`src/sv/blr_pkg.sv`:
```
`timescale 1ns / 1ps

package blr_pkg;

   localparam int TILE_SIZE = 64;
   localparam int COORD_W   = 6;
   // signed coordinate difference
   localparam int DIFF_W    = COORD_W + 1;
   // decision variable stays within +-3*TILE_SIZE
   localparam int P_W       = COORD_W + 3;

   localparam logic [COORD_W-1:0] COORD_MAX = COORD_W'(TILE_SIZE - 1);

   typedef struct packed {
      logic load;
      logic setup;
      logic step;
   } blr_cmd_type;

   typedef struct packed {
      logic last;
   } blr_sts_type;

   function automatic logic [COORD_W-1:0] clamp_coord(input logic [COORD_W-1:0] v);
      logic [COORD_W-1:0] c;
      c = (v > COORD_MAX) ? COORD_MAX : v;
      return c;
   endfunction

endpackage

```
`src/sv/blr_if.sv`:
```
`timescale 1ns / 1ps

interface blr_req_if;
   logic                        valid;
   logic                        ready;
   logic [blr_pkg::COORD_W-1:0] start_x;
   logic [blr_pkg::COORD_W-1:0] start_y;
   logic [blr_pkg::COORD_W-1:0] end_x;
   logic [blr_pkg::COORD_W-1:0] end_y;

   modport source (output valid, start_x, start_y, end_x, end_y, input ready);
   modport sink (input valid, start_x, start_y, end_x, end_y, output ready);
endinterface

interface blr_rsp_if;
   logic                        valid;
   logic                        ready;
   logic [blr_pkg::COORD_W-1:0] pixel_x;
   logic [blr_pkg::COORD_W-1:0] pixel_y;
   logic                        last_pixel;

   modport source (output valid, pixel_x, pixel_y, last_pixel, input ready);
   modport sink (input valid, pixel_x, pixel_y, last_pixel, output ready);
endinterface

```
`src/sv/bresenham_line_rasterizer.sv`:
```
`timescale 1ns / 1ps

// bresenham line rasterizer for one 64 by 64 tile
// req_if: one request is a segment (start_x, start_y, end_x, end_y); taken on
//    a rising edge with valid and ready high, ready only while the block is idle
// rsp_if: one item per pixel from start to end, both endpoints included;
//    last_pixel marks the final pixel; coordinates above the tile are saturated
// a segment with major length M = max(|dx|, |dy|) gives M + 1 pixels
// after a request is taken the block passes through a setup state, then
//    gives one pixel per cycle while rsp_if.ready is high; the single stepping
//    datapath works on one segment at a time
// stalls: a pixel held on rsp_if stays until taken and stepping waits with it
// reset: synchronous, active high; the controller returns to idle and any
//    segment in progress is dropped
module bresenham_line_rasterizer (
   input logic      clock,
   input logic      reset,
   blr_req_if.sink  req_if,
   blr_rsp_if.source rsp_if
);

   blr_pkg::blr_cmd_type cmd;
   blr_pkg::blr_sts_type sts;

   blr_ctrl u_ctrl (
      .clock     (clock),
      .reset     (reset),
      .req_valid (req_if.valid),
      .req_ready (req_if.ready),
      .rsp_valid (rsp_if.valid),
      .rsp_ready (rsp_if.ready),
      .cmd       (cmd),
      .sts       (sts)
   );

   blr_datapath u_datapath (
      .clock      (clock),
      .cmd        (cmd),
      .start_x    (req_if.start_x),
      .start_y    (req_if.start_y),
      .end_x      (req_if.end_x),
      .end_y      (req_if.end_y),
      .pixel_x    (rsp_if.pixel_x),
      .pixel_y    (rsp_if.pixel_y),
      .last_pixel (rsp_if.last_pixel),
      .sts        (sts)
   );

endmodule

```
`src/sv/blr_ctrl.sv`:
```
`timescale 1ns / 1ps

module blr_ctrl (
   input  logic                 clock,
   input  logic                 reset,
   input  logic                 req_valid,
   output logic                 req_ready,
   output logic                 rsp_valid,
   input  logic                 rsp_ready,
   output blr_pkg::blr_cmd_type cmd,
   input  blr_pkg::blr_sts_type sts
);

   localparam logic [1:0] ST_IDLE  = 2'd0;
   localparam logic [1:0] ST_SETUP = 2'd1;
   localparam logic [1:0] ST_RUN   = 2'd2;

   logic [1:0] state_ff;
   logic [1:0] state_in;

   always_comb begin
      state_in = state_ff;
      case (state_ff)
         ST_IDLE: begin
            if (req_valid) state_in = ST_SETUP;
         end
         ST_SETUP: begin
            state_in = ST_RUN;
         end
         ST_RUN: begin
            if (rsp_ready && sts.last) state_in = ST_IDLE;
         end
         default: begin
            state_in = ST_IDLE;
         end
      endcase
   end

   always_ff @(posedge clock) begin
      if (reset) begin
         state_ff <= ST_IDLE;
      end else begin
         state_ff <= state_in;
      end
   end

   assign req_ready = (state_ff == ST_IDLE);
   assign rsp_valid = (state_ff == ST_RUN);

   assign cmd.load  = req_ready && req_valid;
   assign cmd.setup = (state_ff == ST_SETUP);
   assign cmd.step  = rsp_valid && rsp_ready;

endmodule

```
`src/sv/blr_datapath.sv`:
```
`timescale 1ns / 1ps

module blr_datapath (
   input  logic                        clock,
   input  blr_pkg::blr_cmd_type        cmd,
   input  logic [blr_pkg::COORD_W-1:0] start_x,
   input  logic [blr_pkg::COORD_W-1:0] start_y,
   input  logic [blr_pkg::COORD_W-1:0] end_x,
   input  logic [blr_pkg::COORD_W-1:0] end_y,
   output logic [blr_pkg::COORD_W-1:0] pixel_x,
   output logic [blr_pkg::COORD_W-1:0] pixel_y,
   output logic                        last_pixel,
   output blr_pkg::blr_sts_type        sts
);

   logic [blr_pkg::COORD_W-1:0] x_ff, y_ff, ex_ff, ey_ff;
   logic [blr_pkg::COORD_W-1:0] x_in, y_in;
   logic [blr_pkg::COORD_W-1:0] remain_ff;
   logic signed [blr_pkg::P_W-1:0] p_ff, minor2_ff, diff2_ff;
   logic signed [blr_pkg::P_W-1:0] p_in;
   logic sx_neg_ff, sy_neg_ff, shallow_ff;

   // setup arithmetic on the latched endpoints
   logic signed [blr_pkg::DIFF_W-1:0] dx, dy, adx_full, ady_full;
   logic [blr_pkg::COORD_W-1:0] adx, ady, major, minor;
   logic shallow;
   logic signed [blr_pkg::P_W-1:0] minor2, major2;
   logic step_x, step_y;

   always_comb begin
      dx = $signed({1'b0, ex_ff}) - $signed({1'b0, x_ff});
      dy = $signed({1'b0, ey_ff}) - $signed({1'b0, y_ff});
      adx_full = dx[blr_pkg::DIFF_W-1] ? -dx : dx;
      ady_full = dy[blr_pkg::DIFF_W-1] ? -dy : dy;
      adx = adx_full[blr_pkg::COORD_W-1:0];
      ady = ady_full[blr_pkg::COORD_W-1:0];
      shallow = adx > ady;
      major = shallow ? adx : ady;
      minor = shallow ? ady : adx;
      minor2 = $signed({2'b00, minor, 1'b0});
      major2 = $signed({2'b00, major, 1'b0});
   end

   // minor axis advances when the decision variable is not negative
   always_comb begin
      step_x = shallow_ff || !p_ff[blr_pkg::P_W-1];
      step_y = !shallow_ff || !p_ff[blr_pkg::P_W-1];
      x_in = x_ff;
      y_in = y_ff;
      if (step_x) x_in = sx_neg_ff ? x_ff - blr_pkg::COORD_W'(1) : x_ff + blr_pkg::COORD_W'(1);
      if (step_y) y_in = sy_neg_ff ? y_ff - blr_pkg::COORD_W'(1) : y_ff + blr_pkg::COORD_W'(1);
      p_in = p_ff[blr_pkg::P_W-1] ? p_ff + minor2_ff : p_ff + diff2_ff;
   end

   always_ff @(posedge clock) begin
      if (cmd.load) begin
         x_ff  <= blr_pkg::clamp_coord(start_x);
         y_ff  <= blr_pkg::clamp_coord(start_y);
         ex_ff <= blr_pkg::clamp_coord(end_x);
         ey_ff <= blr_pkg::clamp_coord(end_y);
      end else if (cmd.step) begin
         x_ff <= x_in;
         y_ff <= y_in;
      end
      if (cmd.setup) begin
         sx_neg_ff  <= dx[blr_pkg::DIFF_W-1];
         sy_neg_ff  <= dy[blr_pkg::DIFF_W-1];
         shallow_ff <= shallow;
         minor2_ff  <= minor2;
         diff2_ff   <= minor2 - major2;
         p_ff       <= minor2 - $signed({3'b000, major});
         remain_ff  <= major;
      end else if (cmd.step) begin
         p_ff      <= p_in;
         remain_ff <= remain_ff - blr_pkg::COORD_W'(1);
      end
   end

   assign pixel_x    = x_ff;
   assign pixel_y    = y_ff;
   assign last_pixel = (remain_ff == '0);
   assign sts.last   = last_pixel;

endmodule

```
`src/flat_wrapper.sv`:
```
// flat-port wrapper written by rule: the top's interface ports become plain ports
module bresenham_line_rasterizer_flat 
  (clock, reset, req_if_valid, req_if_start_x, req_if_start_y, req_if_end_x, req_if_end_y, req_if_ready, rsp_if_valid, rsp_if_pixel_x, rsp_if_pixel_y, rsp_if_last_pixel, rsp_if_ready);
  blr_req_if req_if_i ();
  blr_rsp_if rsp_if_i ();
  input logic clock;
  input logic reset;
  input wire logic [$bits(req_if_i.valid)-1:0] req_if_valid;
  input wire logic [$bits(req_if_i.start_x)-1:0] req_if_start_x;
  input wire logic [$bits(req_if_i.start_y)-1:0] req_if_start_y;
  input wire logic [$bits(req_if_i.end_x)-1:0] req_if_end_x;
  input wire logic [$bits(req_if_i.end_y)-1:0] req_if_end_y;
  output wire logic [$bits(req_if_i.ready)-1:0] req_if_ready;
  output wire logic [$bits(rsp_if_i.valid)-1:0] rsp_if_valid;
  output wire logic [$bits(rsp_if_i.pixel_x)-1:0] rsp_if_pixel_x;
  output wire logic [$bits(rsp_if_i.pixel_y)-1:0] rsp_if_pixel_y;
  output wire logic [$bits(rsp_if_i.last_pixel)-1:0] rsp_if_last_pixel;
  input wire logic [$bits(rsp_if_i.ready)-1:0] rsp_if_ready;
  assign req_if_i.valid = req_if_valid;
  assign req_if_i.start_x = req_if_start_x;
  assign req_if_i.start_y = req_if_start_y;
  assign req_if_i.end_x = req_if_end_x;
  assign req_if_i.end_y = req_if_end_y;
  assign req_if_ready = req_if_i.ready;
  assign rsp_if_valid = rsp_if_i.valid;
  assign rsp_if_pixel_x = rsp_if_i.pixel_x;
  assign rsp_if_pixel_y = rsp_if_i.pixel_y;
  assign rsp_if_last_pixel = rsp_if_i.last_pixel;
  assign rsp_if_i.ready = rsp_if_ready;
  bresenham_line_rasterizer u_core (.clock(clock), .reset(reset), .req_if(req_if_i), .rsp_if(rsp_if_i));
endmodule
```
`config.mk`:
```
export PLATFORM = sky130hd
export DESIGN_NAME = bresenham_line_rasterizer_flat
export DESIGN_NICKNAME = d
export VERILOG_FILES = /design/src/sv/blr_pkg.sv /design/src/sv/blr_if.sv /design/src/sv/bresenham_line_rasterizer.sv /design/src/sv/blr_ctrl.sv /design/src/sv/blr_datapath.sv /design/src/flat_wrapper.sv
export SDC_FILE = /design/constraint.sdc
export NUM_CORES = 1
export LEC_CHECK = 0
export BUFFER_PORTS_ARGS = -buffer_cell sky130_fd_sc_hd__buf_2
export CAP_MARGIN = 25
export CORE_MARGIN = 3
export CORE_UTILIZATION = 30
export CTS_CLUSTER_DIAMETER = 150
export DETAILED_ROUTE_END_ITERATION = 8
export GPL_TIMING_DRIVEN = 0
export HOLD_SLACK_MARGIN = 0.08
export PLACE_DENSITY_LB_ADDON = 0.05
export SKIP_CTS_REPAIR_TIMING = 1
export SLEW_MARGIN = 30
export SYNTH_ARGS = -nofsm -noshare
export SYNTH_HDL_FRONTEND = slang
export SYNTH_HIERARCHICAL = 1
export SYNTH_SLANG_ARGS = --single-unit
```
`constraint.sdc`:
```
create_clock -name clock -period 6.9 [get_ports clock]
set_clock_uncertainty 0.15 [all_clocks]
set_input_delay 1.035 -clock clock [delete_from_list [all_inputs] [get_ports clock]]
set_output_delay 1.035 -clock clock [all_outputs]
set_load 0.02 [all_outputs]
```
==> results.ini, run 1 <==
[yosys]
yosysMostFrequentCell = edfxtp_1
ys_warn_count = 6
synth_cell_types = 67
synth.top_cells.by_count = edfxtp_1, inv_1, ha_1
synth.cell_area_mm2 = 0.004531
synthesis.nets = 534
synth.avg_cell_area_um2 = 9.849
synthCells = 460
yosysSeqAreaShare_pct = 36.67
synthFlopType = edfxtp_1
synthTopCellsByArea = edfxtp_1, ha_1, inv_1
synth_top_area_cell = edfxtp_1
async_reset_ff_share_pct = 0
ys_ff_latch = 56
synth_top_area_share_pct = 35.79
synth-edff-count = 54

[global_routing]
grt_util_met2_pct = 22.59
grt_start_max_net_pins = 19
grt.busiest_layer = met2
use_met1_pct = 18.47
grt_overflow = 0
grt_pass1_wl_um = 17910
grt_pass1_vias = 3349
antenna_found_initial = 0
grt_usage_pct = 13.88
met3_usage_pct = 2.781

[finish]
drive_gt1_share_pct = 15.23
fin_nets = 572
areaGrowthSynthToFinish_pct = 13.17
antennaDiodeCount = 0
num-fill-cells = 1517

[floorplanning]
fp.dieArea_mm2 = 0.01661
chipWidth_um = 128.9
die_y_um = 128.9
std_cell_rows = 44
io_pins = 43
core_mm2 = 0.01464
start_util_pct = 30.94

[place]
io_buffer_count = 30
hpwl_um = 8511
gp_congestion = 0.8120
dpl_worst_slack_ps = -492.9

[route]
drtIter0Drc = 162
drc = 0
via_count = 3315
vias_per_cell = 4.854
wl_per_cell_um = 15.80
firstDrtPassIters = 5
wirelength_um = 10790
drtAntennaViolNets = 0

[setup_path]
slowest_stage = mux2i_1
start_kind = register
slowest_delay_ps = 610
cp_top_family = adder cells
arrival_ps = 6480
cp_max_fo = 10
required_ps = 6890
path_class = register to register
worst-path-buf-inv = 3
endpoint_kind = register

[clock_tree]
clockBufferDepth = 2
htree_num_levels = 2
clock-sinks = 56
worstSkewPairLatency_ps = 310
clkTransAtPathRegs_ps = 80
cts_root_buf = clkbuf_16
cts_buffers = 5
cts_tree = yes

[worst_hold_path]
hp-class = register to register

[status]
run_status = complete, no violations

[sta]
slew_headroom_pct = 41.07
finalSetupTns_ps = 0
setup_violations = 0
tightest_slew_ps = 883.9
period_share_pct = 94.00
finalMaxSlewViolations = 0
hold_violations = 0
setup_slack_ps = 413.9
min_period_ps = 6486
fmax_ghz = 0.1542

[flow_run]
drv_cap = 0

## logic make-up (layout without fill, tap and decap cells)
kind of cell	count (synthesis)	count (layout)	synth area share, %
adders and majority gates	49	49	14.39
AOI/OAI and AO/OA	109	109	16.24
and+or+nand+nor	115	115	13.51
DFF	56	56	36.68
xor gates and xnor gates	37	37	7.318
muxes	24	24	5.606
buffers and inverters	70	109	6.269
## final timing paths
kind	slack (ps)	start	cells past startpoint	end
worst min register to register	520	u_core/u_datapath/remain_ff[0]$_DFFE_PP_	1	u_core/u_datapath/remain_ff[0]$_DFFE_PP_
worst min-delay path	520	u_core/u_datapath/remain_ff[0]$_DFFE_PP_	1	u_core/u_datapath/remain_ff[0]$_DFFE_PP_
worst max register to register	410	u_core/u_datapath/pixel_y[0]$_DFFE_PP_	25	u_core/u_datapath/p_ff[6]$_DFFE_PP_
worst max-delay path	410	u_core/u_datapath/pixel_y[0]$_DFFE_PP_	25	u_core/u_datapath/p_ff[6]$_DFFE_PP_
## metrics by stage
stage                     hold slack, ps  cell area, um2  util (%)  cells
after global placement             495.8            4911     33.54    674
after floorplan                    449.5            4531         -    460
after CTS                          517.6            5075     34.65    682
final                              520.0            5127     35.01    683
after global routing               541.8            5127     35.01    683
after detailed placement           499.5            4911     33.54    674
## placed cells by master, fill, tap and decap left out, drive strengths merged, types with 18 or more instances in the layout
cell type and n:
xnor2 19, ha 40, a21oi 33, xor2 18
inv 45, nand2 30, buf 37, edfxtp 54
o21ai 22, nor2 30, clkbuf 25
## per-layer routing
| layer | wire, um | vias to the layer above | share of wire [%] |
|---|---|---|---|
| li1 | - | 1703 | - |
| met1 | 5290 | 1540 | 49 |
| met2 | 4929 | 60 | 46 |
| met3 | 351 | 12 | 3.3 |
| met4 | 217 | 0 | 2.0 |
| met5 | 0 | - | 0 |
## registers in the layout, indices dropped and copies added (netlist names)
signal / cells
u_core/u_ctrl/state_ff: 2
u_core/u_datapath/diff2_ff: 7
u_core/u_datapath/ex_ff: 6
u_core/u_datapath/ey_ff: 6
u_core/u_datapath/minor2_ff: 6
u_core/u_datapath/p_ff: 8
u_core/u_datapath/pixel_x: 6
u_core/u_datapath/pixel_y: 6
u_core/u_datapath/remain_ff: 6
u_core/u_datapath/shallow_ff: 1
u_core/u_datapath/sx_neg_ff: 1
u_core/u_datapath/sy_neg_ff: 1
## worst register-to-register path, stage by stage, from the launching register on
cell and delay, ps:
edfxtp_1 470, ha_1 270, fa_1 400, xor2_1 360
nand2_1 120, o21a_1 210, mux2i_1 120, mux2i_1 610
ha_1 440, nand2_1 100, o22ai_1 90, a21oi_2 190
buf_4 170, nor2_8 50, o21a_4 210, inv_1 90
buf_2 270, nor2_1 70, a21oi_1 220, ha_1 300
a21o_1 220, maj3_1 350, mux2i_1 230, o21ai_1 120
a2111o_1 420, o221ai_1 70
## layout make-up
| type | instances | area, um2 | area share, % |
|---|---|---|---|
| multi-input combinational | 334 | 2626 | 51.22 |
| sequential | 56 | 1662 | 32.41 |
| tap | 184 | 230.2 | 4.490 |
| inverter | 45 | 168.9 | 3.294 |
| timing repair buffer | 32 | 165.2 | 3.221 |
| clock buffer | 6 | 128.9 | 2.513 |
| buffer | 24 | 111.4 | 2.172 |
| clock inverter | 2 | 35.03 | 0.6833 |
Power of run 1 is not shown: default switching activity piles up to over one toggle a cycle in this logic, so the estimate is an artifact.
==> run 2: changes to the inputs <==
ABC_AREA = 1   (was not set)
clock period = 5.41 ns   (was 6.9 ns; I/O delays follow)
==> run 2 against run 1 <==
Effect of this change: worst setup slack improved by 83 ps; via count rose by 7.3%; global-route usage down 0.44 points.
==> results.ini, run 2 <==
[status]
run_status = complete, no violations

[clock_tree]
clkTransAtPathRegs_ps = 70
cts_root_buf = clkbuf_16
clock-sinks = 56
htree_num_levels = 2
worstSkewPairLatency_ps = 300
clockBufferDepth = 2
cts_tree = yes
cts_buffers = 5

[setup_path]
required_ps = 5310
cp_max_fo = 10
rr_worst_depth = 24
rr_endpoint = u_core/u_datapath/p_ff[5]$_DFFE_PP_
start_kind = register
setup.worst_path.end = u_core/u_datapath/p_ff[5]$_DFFE_PP_
endpoint_kind = register
arrival_ps = 4820
startpoint = u_core/u_datapath/pixel_x[0]$_DFFE_PP_
r2r-start = u_core/u_datapath/pixel_x[0]$_DFFE_PP_
regToRegSetupSlack_ps = 500
path_class = register to register

[global_routing]
grt_usage_pct = 13.44
antenna_found_initial = 0
grt_start_max_net_pins = 23
grt_pass1_wl_um = 17640
grt_pass1_vias = 3456
grt_overflow = 0

[route]
drc = 0
vias_per_cell = 4.480
via_count = 3557
wirelength_um = 10560
firstDrtPassIters = 4
drtAntennaViolNets = 0
drtIter0Drc = 139
wl_per_cell_um = 13.30

[finish]
largest_reg_flops = 8
fin_nets = 683
layoutNonFillerInstCount = 794
top_register = u_core/u_datapath/p_ff
top_regs = u_core/u_datapath/p_ff (8), u_core/u_datapath/diff2_ff (7)
drive_gt1_share_pct = 14.43
regArea_mm2 = 0.001662
antennaDiodeCount = 0
final_cell_mix = nand2_1, inv_1, edfxtp_1, ha_1, nor2_1
areaGrowthSynthToFinish_pct = 11.76
num-fill-cells = 1594
final_common_cell = nand2_1
multi_input_area_mm2 = 0.002440

[yosys]
async_reset_ff_share_pct = 0
synthesis.nets = 645
synth_cell_types = 47
synth.avg_cell_area_um2 = 7.959
ys_ff_latch = 56
synth_top_area_cell = edfxtp_1
synthFlopType = edfxtp_1
ys_warn_count = 6
synthCells = 571
yosysSeqAreaShare_pct = 36.56
synthTopCellsByArea = edfxtp_1, nand2_1, ha_1
synth_top_area_share_pct = 35.68
synth.cell_area_mm2 = 0.004544
synth.top_cells.by_count = nand2_1, inv_1, edfxtp_1
yosysMostFrequentCell = nand2_1
synth-edff-count = 54

[sta]
slew_headroom_pct = 39.01
fmax_ghz = 0.2035
min_period_ps = 4913
setup_violations = 0
rsz0062_at_grt = no
tightest_slew_ps = 913.8
hold_violations = 0
finalMaxSlewViolations = 0
finalSetupTns_ps = 0
period_share_pct = 90.81

[floorplanning]
io_pins = 43
std_cell_rows = 44
die_y_um = 129.1
chipWidth_um = 129.1
start_util_pct = 30.92
core_mm2 = 0.01470
fp.dieArea_mm2 = 0.01666

[place]
hpwl_um = 8436
io_buffer_count = 30
gp_congestion = 0.7622
dp.cells = 785

[worst_hold_path]
hp-class = register to register

[flow_run]
drv_cap = 0

[run 2: worst max-delay path, cell delays in order (launching register included)]
cell and delay, ps:
edfxtp_1 470, ha_1 270, fa_1 480, ha_1 220
nor3_1 220, xor2_1 240, inv_1 130, ha_1 390
nand2_1 100, o21ai_1 200, nand4_2 150, nand2_4 150
nand2_4 80, buf_12 150, o21ai_2 260, ha_1 330
nand2_1 80, nand2_1 50, o21bai_1 160, nand2_1 90
nand2_1 70, nand2_1 60, nand2_1 50, nand3_1 70
nand2_1 50
[run 2: worst min-delay path by stage]
stage / slack (ps) / cells after the start / to / start
after detailed placement: 350 / 2 / u_core/u_ctrl/state_ff[1]$_SDFFE_PP0P_ / u_core/u_ctrl/state_ff[1]$_SDFFE_PP0P_
after global placement: 350 / 2 / u_core/u_ctrl/state_ff[1]$_SDFFE_PP0P_ / u_core/u_ctrl/state_ff[1]$_SDFFE_PP0P_
final: 360 / 2 / u_core/u_ctrl/state_ff[1]$_SDFFE_PP0P_ / u_core/u_ctrl/state_ff[1]$_SDFFE_PP0P_
after global routing: 390 / 2 / u_core/u_ctrl/state_ff[1]$_SDFFE_PP0P_ / u_core/u_ctrl/state_ff[1]$_SDFFE_PP0P_
after CTS: 370 / 2 / u_core/u_ctrl/state_ff[1]$_SDFFE_PP0P_ / u_core/u_ctrl/state_ff[1]$_SDFFE_PP0P_
after floorplan: 330 / 2 / u_core/u_ctrl/state_ff[1]$_SDFFE_PP0P_ / u_core/u_ctrl/state_ff[1]$_SDFFE_PP0P_
[run 2: metrics by stage]
| stage | hold slack, ps | worst slack, ps | util [%] | cell area (um2) |
|---|---|---|---|---|
| final | 363.5 | 497.1 | 34.55 | 5079 |
| after global routing | 390.8 | 17.12 | 34.55 | 5079 |
| after CTS | 366.6 | 343.4 | 34.45 | 5064 |
| after detailed placement | 354.1 | 355.1 | 33.52 | 4927 |
| after global placement | 348.0 | 344.8 | 33.50 | 4925 |
| after floorplan | 330.2 | 898.7 | - | 4544 |
[run 2: cells by family after synthesis]
family          Yosys count  share of synthesized area, %
simple gates            267                         26.51
xor+xnor                 19                         3.662
compound gates           69                         9.416
flops                    56                         36.56
mux                       1                        0.2203
buf+inv                 113                         9.967
fa+ha+maj                46                         13.66
[run 2: cell type report]
cell class	instances	area share [%]
multi-input cells	402	48.04
flip-flops and latches	56	32.72
inverters	93	6.874
well taps	184	4.533
repair buffers	31	3.104
clock buffers	7	2.611
plain buffers	20	2.045
clock inverters	1	0.07391
[run 2: routing by layer]
layer	share of wire [%]	GRT usage [%]
met5	0	0
met3	3.1	2.143
met2	47	22.56
met1	49	18.26
met4	0.70	3.150
Power of run 2 is left out for the same reason.
==> run 3: changes to the inputs <==
ABC_AREA = not set   (was 1)
==> run 3 against run 2 <==
Effect of this change: non-clock buffer count up 39; sequential share of layout area down 4.2 points; highest routed layer unchanged; global-route usage up 0.39 points.
==> results.ini, run 3 (synthesized netlist as in run 1, its figures left out) <==
[global_routing]
grt_start_max_net_pins = 19
antenna_found_initial = 0
grt_overflow = 0
grt_pass1_wl_um = 17980
grt_pass1_vias = 3425
grt_usage_pct = 13.83

[sta]
finalMaxSlewViolations = 0
min_period_ps = 5342
period_share_pct = 98.75
timing.hold.ws_ps = 498.3
tightest_slew_ps = 866.0
slew_headroom_pct = 42.26
rsz0062_at_grt = yes
setup_violations = 0
fmax_ghz = 0.1872
finalSetupTns_ps = 0
hold_violations = 0

[clock_tree]
htree_num_levels = 2
clockBufferDepth = 2
cts_buffers = 5
cts_tree = yes
cts_root_buf = clkbuf_16
clkTransAtPathRegs_ps = 70
clock-sinks = 56
worstSkewPairLatency_ps = 300

[route]
firstDrtPassIters = 4
drtIter0Drc = 127
wirelength_um = 11100
drtAntennaViolNets = 0
vias_per_cell = 4.813
wl_per_cell_um = 15.49
drc = 0
via_count = 3451

[floorplanning]
fp.dieArea_mm2 = 0.01661
chipWidth_um = 128.9
die_y_um = 128.9
std_cell_rows = 44
core_mm2 = 0.01464
start_util_pct = 30.94
io_pins = 43

[finish]
drive_gt1_share_pct = 31.33
final_common_cell = edfxtp_1
top_regs = u_core/u_datapath/p_ff (8), u_core/u_datapath/diff2_ff (7)
final_cell_mix = edfxtp_1, inv_1, buf_4, buf_2, ha_1
num-fill-cells = 1435
areaGrowthSynthToFinish_pct = 28.75
fin_nets = 606
fin_area_mm2 = 0.005833
antennaDiodeCount = 0
top_register = u_core/u_datapath/p_ff
largest_reg_flops = 8

[place]
io_buffer_count = 30
placedInstanceArea_mm2 = 0.005205
gp_congestion = 0.7761
hpwl_um = 8635

[setup_path]
arrival_ps = 5340
endpoint_kind = register
start_kind = register
required_ps = 5410
cp_max_fo = 9
path_class = register to register

[worst_hold_path]
hp-class = register to register

[status]
run_status = complete, no violations

[flow_run]
drv_cap = 0

-- run 3: cell types whose count changed in the layout (fill, tap and decap cells not counted), moves of 10 or more --
cell / previous run / this run
a21o_1: 1 / 14
buf_4: 2 / 36
ha_1: 40 / 30
inv_1: 86 / 40
nand2_1: 153 / 26
nand2_2: 15 / 3
nand3_1: 33 / 4
o21ai_0: 24 / 14
xnor2_1: 3 / 17
-- run 3: area by class of cell --
type	count	area, um2	area share, %
sequential	56	1662	28.49
clock buffer	6	128.9	2.209
timing repair buffer	66	424.2	7.272
buffer	24	126.4	2.166
multi-input combinational	334	3058	52.42
tap	184	230.2	3.947
inverter	45	168.9	2.896
clock inverter	2	35.03	0.6006
-- run 3: layer usage --
layer	routed length [um]	track usage, %
met4	114	3.644
met5	0	0
met2	5504	23.87
met3	381	2.906
met1	5103	17.59
-- run 3: metrics by stage --
stage	instances	worst slack, ps	utilization [%]
3_5_place_dp	674	-753.5	35.54
4_1_cts	682	-771.1	36.66
6_report	717	67.58	39.83
2_1_floorplan	460	0.08615	-
3_3_place_gp	674	-762.4	35.54
5_1_grt	717	-155.8	39.83
-- run 3: worst paths after layout --
path,depth (start not counted),slack [ps],startpoint,to
worst max-delay path,24,70,u_core/u_datapath/pixel_y[2]$_DFFE_PP_,u_core/u_datapath/p_ff[6]$_DFFE_PP_
worst min-delay path,3,500,u_core/u_ctrl/state_ff[0]$_SDFFE_PP0P_,u_core/u_ctrl/state_ff[1]$_SDFFE_PP0P_
worst max register to register,24,70,u_core/u_datapath/pixel_y[2]$_DFFE_PP_,u_core/u_datapath/p_ff[6]$_DFFE_PP_
worst min register to register,3,500,u_core/u_ctrl/state_ff[0]$_SDFFE_PP0P_,u_core/u_ctrl/state_ff[1]$_SDFFE_PP0P_
-- run 3: critical path, cell delays in order (launching register included) --
cell and delay (ps):
edfxtp_1 420, inv_2 90, ha_4 230, a21o_1 170, or3_4 370, and2_4 170
o21a_4 220, xor2_2 160, mux2i_4 320, ha_4 270, nand2_2 60, o22ai_2 70
a21oi_4 270, o21ai_4 130, o21a_4 160, buf_12 150, nor2_4 90, a21oi_4 50
fa_2 380, a21o_1 190, maj3_2 330, mux2i_4 180, o21ai_2 90, a2111o_1 380
o221ai_1 70
Power of run 3 is left out for the same reason.
